### src/hdl/scsl_pkg.sv
`timescale 1ns / 1ps
// ----------------------------------------------------------------------------
// scsl_pkg
// Shared types and codes for the shortest common supersequence length block:
// request codes, the token kind that travels down the cell chain, and the
// fixed width and saturation limit of the reported length.
// ----------------------------------------------------------------------------
package scsl_pkg;

  localparam logic [1:0] REQ_APPEND = 2'd0;
  localparam logic [1:0] REQ_SECOND = 2'd1;
  localparam logic [1:0] REQ_FINISH = 2'd2;

  localparam int unsigned SCS_W   = 10;
  localparam int unsigned LEN_SAT = 1023;

  typedef enum logic [1:0] {
    TOK_NONE,
    TOK_ROW,
    TOK_FIN
  } tok_kind_t;

endpackage

### src/hdl/scsl_cell.sv
`timescale 1ns / 1ps
// ----------------------------------------------------------------------------
// scsl_cell
// One cell of the systolic row. Holds one first-string byte and its entry of
// the current row; updates it as a row token passes and forwards the left
// and diagonal values to the next cell. A finish token picks up the final
// entry at the selected column and restores the entry to its start value.
// ----------------------------------------------------------------------------
module scsl_cell #(
  parameter int unsigned INDEX = 0,
  parameter int unsigned CW    = 10,
  parameter int unsigned CNTW  = 9
) (
  input  logic                clk,
  input  logic                rst,
  input  logic                wr_en,
  input  logic [7:0]          wr_sym,
  input  scsl_pkg::tok_kind_t in_kind,
  input  logic [7:0]          in_sym,
  input  logic [CW-1:0]       in_left,
  input  logic [CW-1:0]       in_diag,
  input  logic [CNTW-1:0]     in_sel,
  input  logic [CW-1:0]       in_res,
  output scsl_pkg::tok_kind_t out_kind,
  output logic [7:0]          out_sym,
  output logic [CW-1:0]       out_left,
  output logic [CW-1:0]       out_diag,
  output logic [CNTW-1:0]     out_sel,
  output logic [CW-1:0]       out_res
);

  logic [7:0]    sym_q;
  logic [CW-1:0] val;
  logic [CW-1:0] val_new;
  logic [CW-1:0] min_val;

  always_comb begin
    min_val = (val < in_left) ? val : in_left;
    if (sym_q == in_sym) begin
      val_new = in_diag + CW'(1);
    end else begin
      val_new = min_val + CW'(1);
    end
  end

  always_ff @(posedge clk) begin
    if (wr_en) begin
      sym_q <= wr_sym;
    end
  end

  always_ff @(posedge clk) begin
    if (rst) begin
      val <= CW'(INDEX + 1);
    end else if (in_kind == scsl_pkg::TOK_ROW) begin
      val <= val_new;
    end else if (in_kind == scsl_pkg::TOK_FIN) begin
      val <= CW'(INDEX + 1);
    end
  end

  always_ff @(posedge clk) begin
    if (rst) begin
      out_kind <= scsl_pkg::TOK_NONE;
    end else begin
      out_kind <= in_kind;
    end
  end

  always_ff @(posedge clk) begin
    out_sym  <= in_sym;
    out_left <= val_new;
    out_diag <= val;
    out_sel  <= in_sel;
    out_res  <= (in_sel == CNTW'(INDEX + 1)) ? val : in_res;
  end

endmodule
### config.mk
export PLATFORM = sky130hd
export DESIGN_NAME = scsl_cell
export DESIGN_NICKNAME = d
export VERILOG_FILES = /design/src/hdl/scsl_pkg.sv /design/src/hdl/scsl_cell.sv
export SDC_FILE = /design/constraint.sdc
export NUM_CORES = 1
export LEC_CHECK = 0
export BUFFER_PORTS_ARGS = -buffer_cell sky130_fd_sc_hd__buf_2
export CAP_MARGIN = 25
export CELL_PAD_IN_SITES_DETAIL_PLACEMENT = 1
export CELL_PAD_IN_SITES_GLOBAL_PLACEMENT = 2
export CORE_UTILIZATION = 30
export CTS_CLUSTER_DIAMETER = 60
export CTS_CLUSTER_SIZE = 40
export DETAILED_ROUTE_END_ITERATION = 12
export PLACE_DENSITY = 0.84
export SETUP_SLACK_MARGIN = 0.15
export SLEW_MARGIN = 40
export SYNTH_ARGS = -nofsm -noshare
export SYNTH_HDL_FRONTEND = slang
export SYNTH_SLANG_ARGS = --single-unit
### constraint.sdc
create_clock -name clk -period 4.1 [get_ports clk]
set_input_delay 0 -clock clk [delete_from_list [all_inputs] [get_ports clk]]
set_output_delay 0 -clock clk [all_outputs]
set_load 0.01 [all_outputs]
==> flow_summary.json, run 1 <==
{
  "outcome": "completed",
  "whs_ps": 52.9,
  "nNetsFinal": 458,
  "clk_latency_ps": 350,
  "ys_ff_latch": 67,
  "path_clk_slew_ps": 70,
  "synth_compound_area_share_pct": 14.8,
  "post_drt_wl_per_cell_um": 15.5,
  "synthXorXnorAreaFrac_pct": 5.42,
  "mappedNetlistNets": 305,
  "preCtsSetupSlack_ps": 936,
  "ys_warn_count": 0,
  "cp_top_family": "compound AO/OA/AOI/OAI gates",
  "synth-edff-count": 8,
  "gp_congestion": 0.765,
  "max_clock_freq_mhz": 314,
  "antenna_found_initial": 0,
  "end_kind": "flop",
  "synth_top_family_by_area": "compound AO/OA/AOI/OAI gates",
  "numPortBuffers": 108,
  "num_antenna_cells": 0,
  "tritoncts": "yes",
  "mostFrequentLayoutCells": "108 x buf_2, 59 x dfxtp_1, 40 x dlygate4sd3_1",
  "synth_adder_area_share_pct": 5.32,
  "drtPass1Iterations": 4,
  "crit_fanout": 15,
  "dp_hpwl_um": 5330,
  "critPathLaunchType": "flop",
  "fin_util_pct": 46.0,
  "grt_max_degree": 16,
  "arrival_ps": 3410,
  "ant_nets": 0,
  "cts_num_sinks": 67,
  "cp.required_ps": 4330,
  "routed_wl_um": 7700,
  "maxCapViolations": 0,
  "ys_types": 47,
  "p_leak_nw": 1.75,
  "dieArea_um2": 9000,
  "final-setup-viol-count": 0,
  "worst-setup-path-type": "flop to flop",
  "drive_gt1_share_pct": 37.2,
  "drt_iter0_drc": 109,
  "avgViaCountPerCell": 4.68,
  "drc": 0,
  "fin_ws_ps": 912,
  "vdd_ir_drop_max_uv": 145,
  "first_global_vias": 2476,
  "syn_to_final_growth_pct": 47.4,
  "slew_violations": 0,
  "multi_input_area_um2": 1080,
  "syn_inst": 234,
  "n_fill_cell": 958,
  "slew_headroom_pct": 57.8,
  "grt_usage_pct": 18.2,
  "crit_chain": "ha_1 > a211o_1 > a21oi_2 > o31a_2 > a31oi_4 > a21oi_4 > inv_2 > or4_4 > or3_4 > xnor2_1",
  "dr_total_vias": 2325,
  "coreArea_um2": 8300,
  "die_h_um": 94.9,
  "fin_cells": 497,
  "powerDensity_nw_per_um2": 363,
  "synth.avg_cell_area_um2": 11.1,
  "numCtsBuffers": 9,
  "mostFrequentLayoutCell": "buf_2",
  "ios": 109,
  "yosysSeqAreaShare_pct": 54.9,
  "rows": 33,
  "finClkSkew_ps": 9.32,
  "slowest_delay_ps": 570,
  "crit_buf_inv": 1,
  "ff_latch_area_um2": 1420,
  "rsz0062_at_grt": "no",
  "ctsResizeCount": 0,
  "hold_violations": 0,
  "cts-root-buf": "clkbuf_8",
  "worstMarginPinSlew_ps": 631,
  "post-route-period-util_pct": 77.7,
  "synthSimpleGateAreaFrac_pct": 11.8,
  "grt_pass1_wl_um": 11900,
  "critPathSlowestCell": "or4_4",
  "synth_mux_area_share_pct": 4.35,
  "overflow": 0,
  "min_period_ps": 3190,
  "synth-main-ff-cell": "dfxtp_1",
  "clock_path_buffers": 2,
  "cts_max_level": 3,
  "placed_cells": 441,
  "syn-cell-area_um2": 2590,
  "tns_ps": 0,
  "hold_path_class": "input port to flop",
  "die_w_um": 94.9,
  "initial_core_util_pct": 31.2,
  "async_reset_ff_share_pct": 0
}
-- sequential cells by signal, indices dropped and copies added, names as in the netlist --
| name | cells |
|---|---|
| out_diag | 10 |
| out_kind | 2 |
| out_left | 10 |
| out_res | 10 |
| out_sel | 9 |
| out_sym | 8 |
| sym_q | 8 |
| val | 10 |
-- synth_stat cells, types with 2 or more instances --
| master | number | share of area (%) |
|---|---|---|
| nor2b_1 | 3 | 0.73 |
| nor4_1 | 3 | 0.73 |
| a211o_1 | 2 | 0.68 |
| buf_2 | 2 | 0.39 |
| ha_1 | 11 | 5.3 |
| a31o_2 | 4 | 1.4 |
| nand2b_1 | 6 | 1.5 |
| buf_4 | 2 | 0.58 |
| nor3_1 | 2 | 0.39 |
| nand3_1 | 2 | 0.39 |
| o2bb2ai_1 | 2 | 0.68 |
| dfxtp_1 | 59 | 46 |
| a21oi_2 | 2 | 0.68 |
| o221ai_1 | 5 | 1.7 |
| mux2_2 | 10 | 4.4 |
| nand4_1 | 3 | 0.73 |
| a21oi_1 | 10 | 1.9 |
| or3_1 | 2 | 0.48 |
| xor2_1 | 12 | 4.1 |
| o21ai_0 | 5 | 0.97 |
| nand2_1 | 16 | 2.3 |
| a31oi_1 | 4 | 0.97 |
| a22oi_1 | 2 | 0.58 |
| o22ai_1 | 5 | 1.2 |
| nor3b_1 | 2 | 0.58 |
| inv_1 | 12 | 1.7 |
| xnor2_1 | 4 | 1.4 |
| nor2_1 | 16 | 2.3 |
| edfxtp_1 | 8 | 9.3 |
-- what timing repair did --
item | 4_1_cts | 5_1_grt
endpoints found under the hold margin | 47 | 0
hold buffers | 40 | 0
buffers inserted | 0 | 0
-- stage by stage --
step                cell area [um^2]  total power [mW]
finish                          3810              1.38
global route                    3810              1.45
floorplan                       2590             0.766
detailed placement              3220             0.829
CTS                             3810              1.39
global placement                3220             0.826
-- layout make-up --
cell class                 count  area share [%]
sequential                    67            37.3
timing repair buffer         148            24.7
clock buffer                  10            3.35
clock inverter                 6            1.74
inverter                      13            1.28
tap                          105            3.44
multi-input combinational    148            28.2
-- power by group --
part	internal [mW]	switching (mW)	total, mW	leakage, nW
sequential	0.691	0.00986	0.701	0.565
clock	0.282	0.255	0.536	0.100
combinational	0.0787	0.0675	0.146	1.08
-- path summary, 6_finish.rpt --
path | to | slack [ps] | depth (start not counted) | startpoint
setup / recovery | out_left[9] | 910 | 10 | val[7]
hold / removal | out_left[3] | 50 | 4 | in_diag[3]
setup reg to reg | out_left[9] | 910 | 10 | val[7]
hold reg to reg | out_diag[7] | 420 | 0 | val[7]
-- cell families after synthesis --
group	Yosys count
flip-flops	67
adder cells (fa/ha/maj)	11
buffers and inverters	19
AND/OR/NAND/NOR	60
multiplexers	10
AO/OA/AOI/OAI	51
XOR/XNOR	16
-- tightest hold or removal path: stages --
cell	delay, ps
buf_2	90
nor2_1	40
nor2_1	100
xor2_1	110
-- routing by layer --
layer / track usage, % / share of wire, % / vias to the layer above
li1: - / - / 1148
met1: 19.8 / 42 / 1093
met2: 31.7 / 52 / 66
met3: 4.59 / 3.4 / 18
met4: 11.1 / 3.2 / 0
met5: 0 / 0 / -
Power figures use the tool's default switching activity.
==> run 2: changes to the inputs <==
Settings changed: CORE_UTILIZATION 30 to 25, PLACE_DENSITY 0.84 to 0.75.
Clock period 4.1 ns to 2.6 ns, I/O delays scaled along.
==> run 2 against run 1 <==
Effect of this change:
- the run now ends with setup timing left
- via count is 7.3% higher
- total power is 70% higher
- global-route usage down 1.2 points
- critical path type unchanged
- clock skew fell by 2.8 ps
- non-clock buffer count increased by 41
- largest cell class unchanged
- final cell count grew 14%
- maximum frequency is 11% higher
- largest power group unchanged
==> flow_summary.json, run 2 (synthesized netlist as in run 1, its figures left out) <==
{
  "cp.required_ps": 2830,
  "clk_latency_ps": 360,
  "path_clk_slew_ps": 80,
  "numCtsBuffers": 9,
  "mostFrequentLayoutCells": "108 x buf_2, 57 x dfxtp_1, 38 x dlygate4sd3_1",
  "dr_wl_met3_um": 349,
  "p_leak_nw": 2.08,
  "ios": 109,
  "die_h_um": 104,
  "coreArea_um2": 9910,
  "p_int_mw": 1.77,
  "hold_violations": 0,
  "die_w_um": 104,
  "pwr-share-clk_pct": 41.8,
  "hold_path_class": "input port to flop",
  "dieArea_um2": 10800,
  "nNetsFinal": 499,
  "overflow": 0,
  "power_switching_uw": 573,
  "crit_chain": "ha_4 > a211o_1 > a21oi_2 > o31a_4 > buf_12 > a31oi_4 > a21oi_4 > inv_2 > or4_4 > or3_4 > xnor2_1",
  "initial_core_util_pct": 26.1,
  "ant_nets": 0,
  "max_clock_freq_mhz": 348,
  "drive_gt1_share_pct": 52.9,
  "tns_ps": -1940,
  "end_kind": "flop",
  "grt_pass1_wl_um": 14000,
  "grt_usage_pct": 17.1,
  "critPathLaunchType": "flop",
  "cts_num_sinks": 67,
  "critPathSlowestCell": "or4_4",
  "ff_latch_area_um2": 1420,
  "post-route-period-util_pct": 111,
  "fin_cells": 566,
  "outcome": "finished, violations left",
  "violations": "setup timing",
  "mostFrequentLayoutCell": "buf_2",
  "tritoncts": "yes",
  "rsz0062_at_grt": "yes",
  "maxCapViolations": 0,
  "wl_met1_um": 3700,
  "placed_cells": 502,
  "numPortBuffers": 108,
  "antenna_found_initial": 0,
  "min_period_ps": 2880,
  "whs_ps": 14.2,
  "routed_wl_um": 8880,
  "cp_top_family": "simple AND/OR/NAND/NOR gates",
  "worstMarginPinSlew_ps": 520,
  "vdd_ir_drop_max_uv": 272,
  "finClkSkew_ps": 6.51,
  "multi_input_area_um2": 1370,
  "slew_headroom_pct": 65.3,
  "first_global_vias": 2793,
  "grt_max_degree": 15,
  "switching_share_pct": 24.4,
  "crit_fanout": 6,
  "n_fill_cell": 1129,
  "dp_hpwl_um": 6050,
  "worst-setup-path-type": "flop to flop",
  "p_comb_share_pct": 11.3,
  "crit_buf_inv": 2,
  "wl_met2_um": 4650,
  "drc": 0,
  "p_seq_share_pct": 46.9,
  "slew_violations": 0,
  "cts_max_level": 3,
  "final-setup-viol-count": 12,
  "rows": 36,
  "fin_ws_ps": -275,
  "drt_iter0_drc": 85,
  "cts-root-buf": "clkbuf_8",
  "slowest_delay_ps": 580,
  "num_antenna_cells": 0,
  "top_layer": "met4",
  "gp_congestion": 0.826,
  "clock_path_buffers": 2,
  "dr_total_vias": 2495,
  "post_drt_wl_per_cell_um": 15.7,
  "arrival_ps": 3110,
  "syn_to_final_growth_pct": 74.3,
  "drtPass1Iterations": 4,
  "avgViaCountPerCell": 4.41,
  "powerDensity_nw_per_um2": 520
}
-- run 2: cell count changes in the layout (fill, tap and decap cells not counted), moves of 3 or more --
| cell | before | now |
|---|---|---|
| ha_1 | 11 | 7 |
| a21oi_2 | 2 | 5 |
| a21oi_1 | 10 | 6 |
| o221ai_1 | 5 | 0 |
| o22ai_1 | 5 | 2 |
| buf_4 | 0 | 36 |
| ha_4 | 0 | 4 |
| o22ai_2 | 0 | 3 |
| xnor2_1 | 4 | 1 |
| o221ai_2 | 0 | 4 |
| buf_6 | 0 | 6 |
-- run 2: worst paths after layout --
path / from / cells after the start / slack, ps / endpoint
worst max-delay path: val[7] / 11 / -280 / out_left[9]
worst min-delay path: rst / 2 / 10 / out_kind[1]
worst max register to register: val[7] / 11 / -280 / out_left[9]
worst min register to register: val[5] / 1 / 510 / out_diag[5]
-- run 2: area by class of cell --
cell class | count | share of cell area [%]
clock buffer | 9 | 2.75
clock inverter | 7 | 2.19
inverter | 13 | 1.08
multi-input combinational | 148 | 30.4
sequential | 67 | 31.6
tap | 133 | 3.69
timing repair buffer | 189 | 28.3
-- run 2: power groups by stage --
stage	Clock (mW)	Combinational (mW)	Sequential, mW
detailed placement	0	0.197	1.13
floorplan	0	0.0655	1.14
global route	1.05	0.287	1.11
CTS	1.00	0.256	1.10
finish	0.981	0.265	1.10
global placement	0	0.192	1.12
-- run 2: worst reg2reg max path: cells and delay by family (launching register included) --
kind,cells,cell delay [ps]
XOR/XNOR,1,140
flip-flops,1,340
AND/OR/NAND/NOR,2,940
buffers and inverters,2,170
AO/OA/AOI/OAI,5,950
adder cells (fa/ha/maj),1,230
-- run 2: layer usage --
layer	vias up	GRT usage [%]
met1	1185	19.7
met2	66	29.9
met4	0	8.47
met5	-	0
li1	1229	-
met3	15	3.46
-- run 2: what timing repair did --
item / CTS / global route
hold buffers: 38 / 0
endpoints found under the setup margin: 14 / 16
hold endpoints to repair: 45 / 0
gates resized for setup: 31 / 19
pin swaps: 6 / 10
setup buffers: 5 / 5
-- run 2: per-stage QoR --
| stage | utilization [%] | cell area (um^2) | total power [mW] | worst slack [ps] |
|---|---|---|---|---|
| floorplan | - | 2630 | 1.21 | -17.1 |
| global placement | 35.7 | 3540 | 1.31 | -152 |
| detailed placement | 35.7 | 3540 | 1.32 | -197 |
| CTS | 44.1 | 4370 | 2.36 | -200 |
| global route | 45.5 | 4510 | 2.45 | -356 |
| finish | 45.5 | 4510 | 2.35 | -275 |
==> run 3: changes to the inputs <==
Settings changed: ABC_AREA set to 1, CORE_UTILIZATION 25 to 24.
==> run 3 against run 2 <==
Effect of this change:
- the run now ends clean
- sequential share of layout area rose by 3.1 points
- largest cell class unchanged
- worst setup slack improved by 600 ps
- first-iteration DRC count fell by 21%
- non-clock buffer count fell by 25
- largest power group unchanged
- critical path type unchanged
- final area fell by 9.0%
- clock power fell by 20%
==> flow_summary.json, run 3 <==
{
  "final-setup-viol-count": 0,
  "grt_pass1_wl_um": 12500,
  "r2r_slack_ps": 330,
  "yosysSeqAreaShare_pct": 53.2,
  "cp.required_ps": 2860,
  "numPortBuffers": 108,
  "path_clk_slew_ps": 80,
  "synth.avg_cell_area_um2": 9.12,
  "synth_area_leader_cell": "dfxtp_1",
  "avgViaCountPerCell": 4.11,
  "ios": 109,
  "rr_startpoint": "val[9]",
  "drive_gt1_share_pct": 37.1,
  "arrival_ps": 2530,
  "grt_max_degree": 20,
  "antenna_found_initial": 0,
  "hold_violations": 0,
  "mostFrequentLayoutCell": "buf_2",
  "cts_num_sinks": 67,
  "finalPower_mw": 2.13,
  "nNetsFinal": 535,
  "critPathLaunchType": "flop",
  "placed_cells": 542,
  "maxCapViolations": 0,
  "design_area_um2": 4110,
  "slew_headroom_pct": 69.9,
  "clock_path_buffers": 2,
  "num_antenna_cells": 0,
  "end_kind": "flop",
  "finClkSkew_ps": 7.87,
  "min-delay-start": "in_diag[0]",
  "synth_top_cell_area_share_pct": 44.2,
  "syn_inst": 293,
  "cts_max_level": 3,
  "worstMarginPinSlew_ps": 451,
  "fin_cells": 609,
  "die_w_um": 108,
  "place_area_um2": 3410,
  "gp_congestion": 0.805,
  "worst-setup-path-type": "flop to flop",
  "tritoncts": "yes",
  "post-route-period-util_pct": 87.4,
  "drtPass1Iterations": 4,
  "numCtsBuffers": 9,
  "rows": 38,
  "syn_to_final_growth_pct": 53.6,
  "n_fill_cell": 1290,
  "drt_iter0_drc": 67,
  "async_reset_ff_share_pct": 0,
  "synthTopCellsByArea": "dfxtp_1 44%, nand2_1 10%, edfxtp_1 9.0%",
  "p_leak_nw": 2.00,
  "coreArea_um2": 10800,
  "vdd_ir_drop_max_uv": 192,
  "r2r_end": "val[5]",
  "synth_common_cells": "73 x nand2_1, 59 x dfxtp_1, 34 x inv_1, 12 x nand3_1, 12 x o21ai_0",
  "synth-edff-count": 8,
  "initial_core_util_pct": 24.7,
  "ys_ff_latch": 67,
  "rsz0062_at_grt": "no",
  "grt_usage_pct": 14.6,
  "hold_end": "out_left[0]",
  "ff_latch_area_um2": 1420,
  "die_h_um": 108,
  "powerDensity_nw_per_um2": 520,
  "hold_path_class": "input port to flop",
  "mostFrequentLayoutCells": "108 x buf_2, 73 x nand2_1, 57 x dfxtp_1",
  "slew_violations": 0,
  "ys_warn_count": 0,
  "syn-cell-area_um2": 2670,
  "ys_types": 34,
  "post_drt_wl_per_cell_um": 13.6,
  "fin_util_pct": 37.9,
  "mappedNetlistNets": 364,
  "dieArea_um2": 11600,
  "whs_path_depth": 4,
  "routed_wl_um": 8300,
  "clk_latency_ps": 340,
  "overflow": 0,
  "r2r_cells": 12,
  "first_global_vias": 2632,
  "cts-root-buf": "clkbuf_8",
  "outcome": "completed",
  "drc": 0,
  "max_clock_freq_mhz": 440,
  "dp_hpwl_um": 6110,
  "min_period_ps": 2270,
  "dr_total_vias": 2505,
  "ant_nets": 0,
  "post-synth-top-count-cell": "nand2_1",
  "multi_input_area_um2": 1120,
  "tns_ps": 0,
  "synth-main-ff-cell": "dfxtp_1",
  "crit_fanout": 6
}
-- run 3: cell type report --
cell class | instances | share of cell area (%)
flip-flops and latches | 67 | 34.7
multi-input cells | 186 | 27.3
repair buffers | 164 | 26.2
well taps | 140 | 4.27
inverters | 36 | 3.29
clock buffers | 9 | 3.02
clock inverters | 7 | 1.25
-- run 3: worst max-delay path, stage by stage (launching register included) --
cell and delay (ps):
dfxtp_2 350, ha_1 310, a21o_1 240, nor2_8 150
nand3_4 120, buf_4 160, nand2_2 60, nand3_2 80
nand2_4 90, nand2_2 80, o21ai_0 220, nand3_1 120
a21oi_2 220
-- run 3: kinds of logic (layout without fill, tap and decap cells) --
kind of cell,Yosys count,count (layout),synth area share (%)
AND/OR/NAND/NOR,136,137,26.1
XOR/XNOR,10,10,3.56
flip-flops,67,67,53.2
adder cells (fa/ha/maj),11,11,5.15
multiplexers,1,1,0.421
buffers and inverters,41,216,6.09
AO/OA/AOI/OAI,27,27,5.52
-- run 3: how the worst max path moves through the flow --
stage / endpoint / depth (start not counted) / start
floorplan: val[4] / 13 / val[9]
global placement: val[8] / 14 / val[9]
detailed placement: val[4] / 13 / val[9]
CTS: val[4] / 13 / val[9]
global route: val[5] / 15 / val[4]
finish: val[5] / 12 / val[9]
-- run 3: routing by layer --
metal / global-route usage [%] / vias to the layer above / share of wire (%)
met1: 16.6 / 1149 / 44
met3: 2.36 / 14 / 3.6
met5: 0 / - / 0
met2: 26.3 / 59 / 50
met4: 7.24 / 0 / 2.1
li1: - / 1283 / -
-- run 3: what timing repair did --
action                                  CTS  global route
gates resized for setup                   0             7
buffers inserted                          0             9
hold buffers                             41             0
endpoints found under the setup margin    0            12
endpoints found under the hold margin    47             0
-- run 3: power breakdown --
group | internal (mW) | switching [mW] | leakage, nW
clock | 0.350 | 0.436 | 0.0860
combinational | 0.126 | 0.117 | 1.34
sequential | 1.09 | 0.0141 | 0.567
total | 1.57 | 0.567 | 2.00
-- run 3: metrics by stage --
stage | hold WS, ps | setup WS (ps)
2_1_floorplan | 27.7 | 541
3_3_place_gp | 117 | 293
4_1_cts | 16.9 | 159
5_1_grt | 72.2 | 158
6_report | 51.6 | 328
3_5_place_dp | 121 | 195
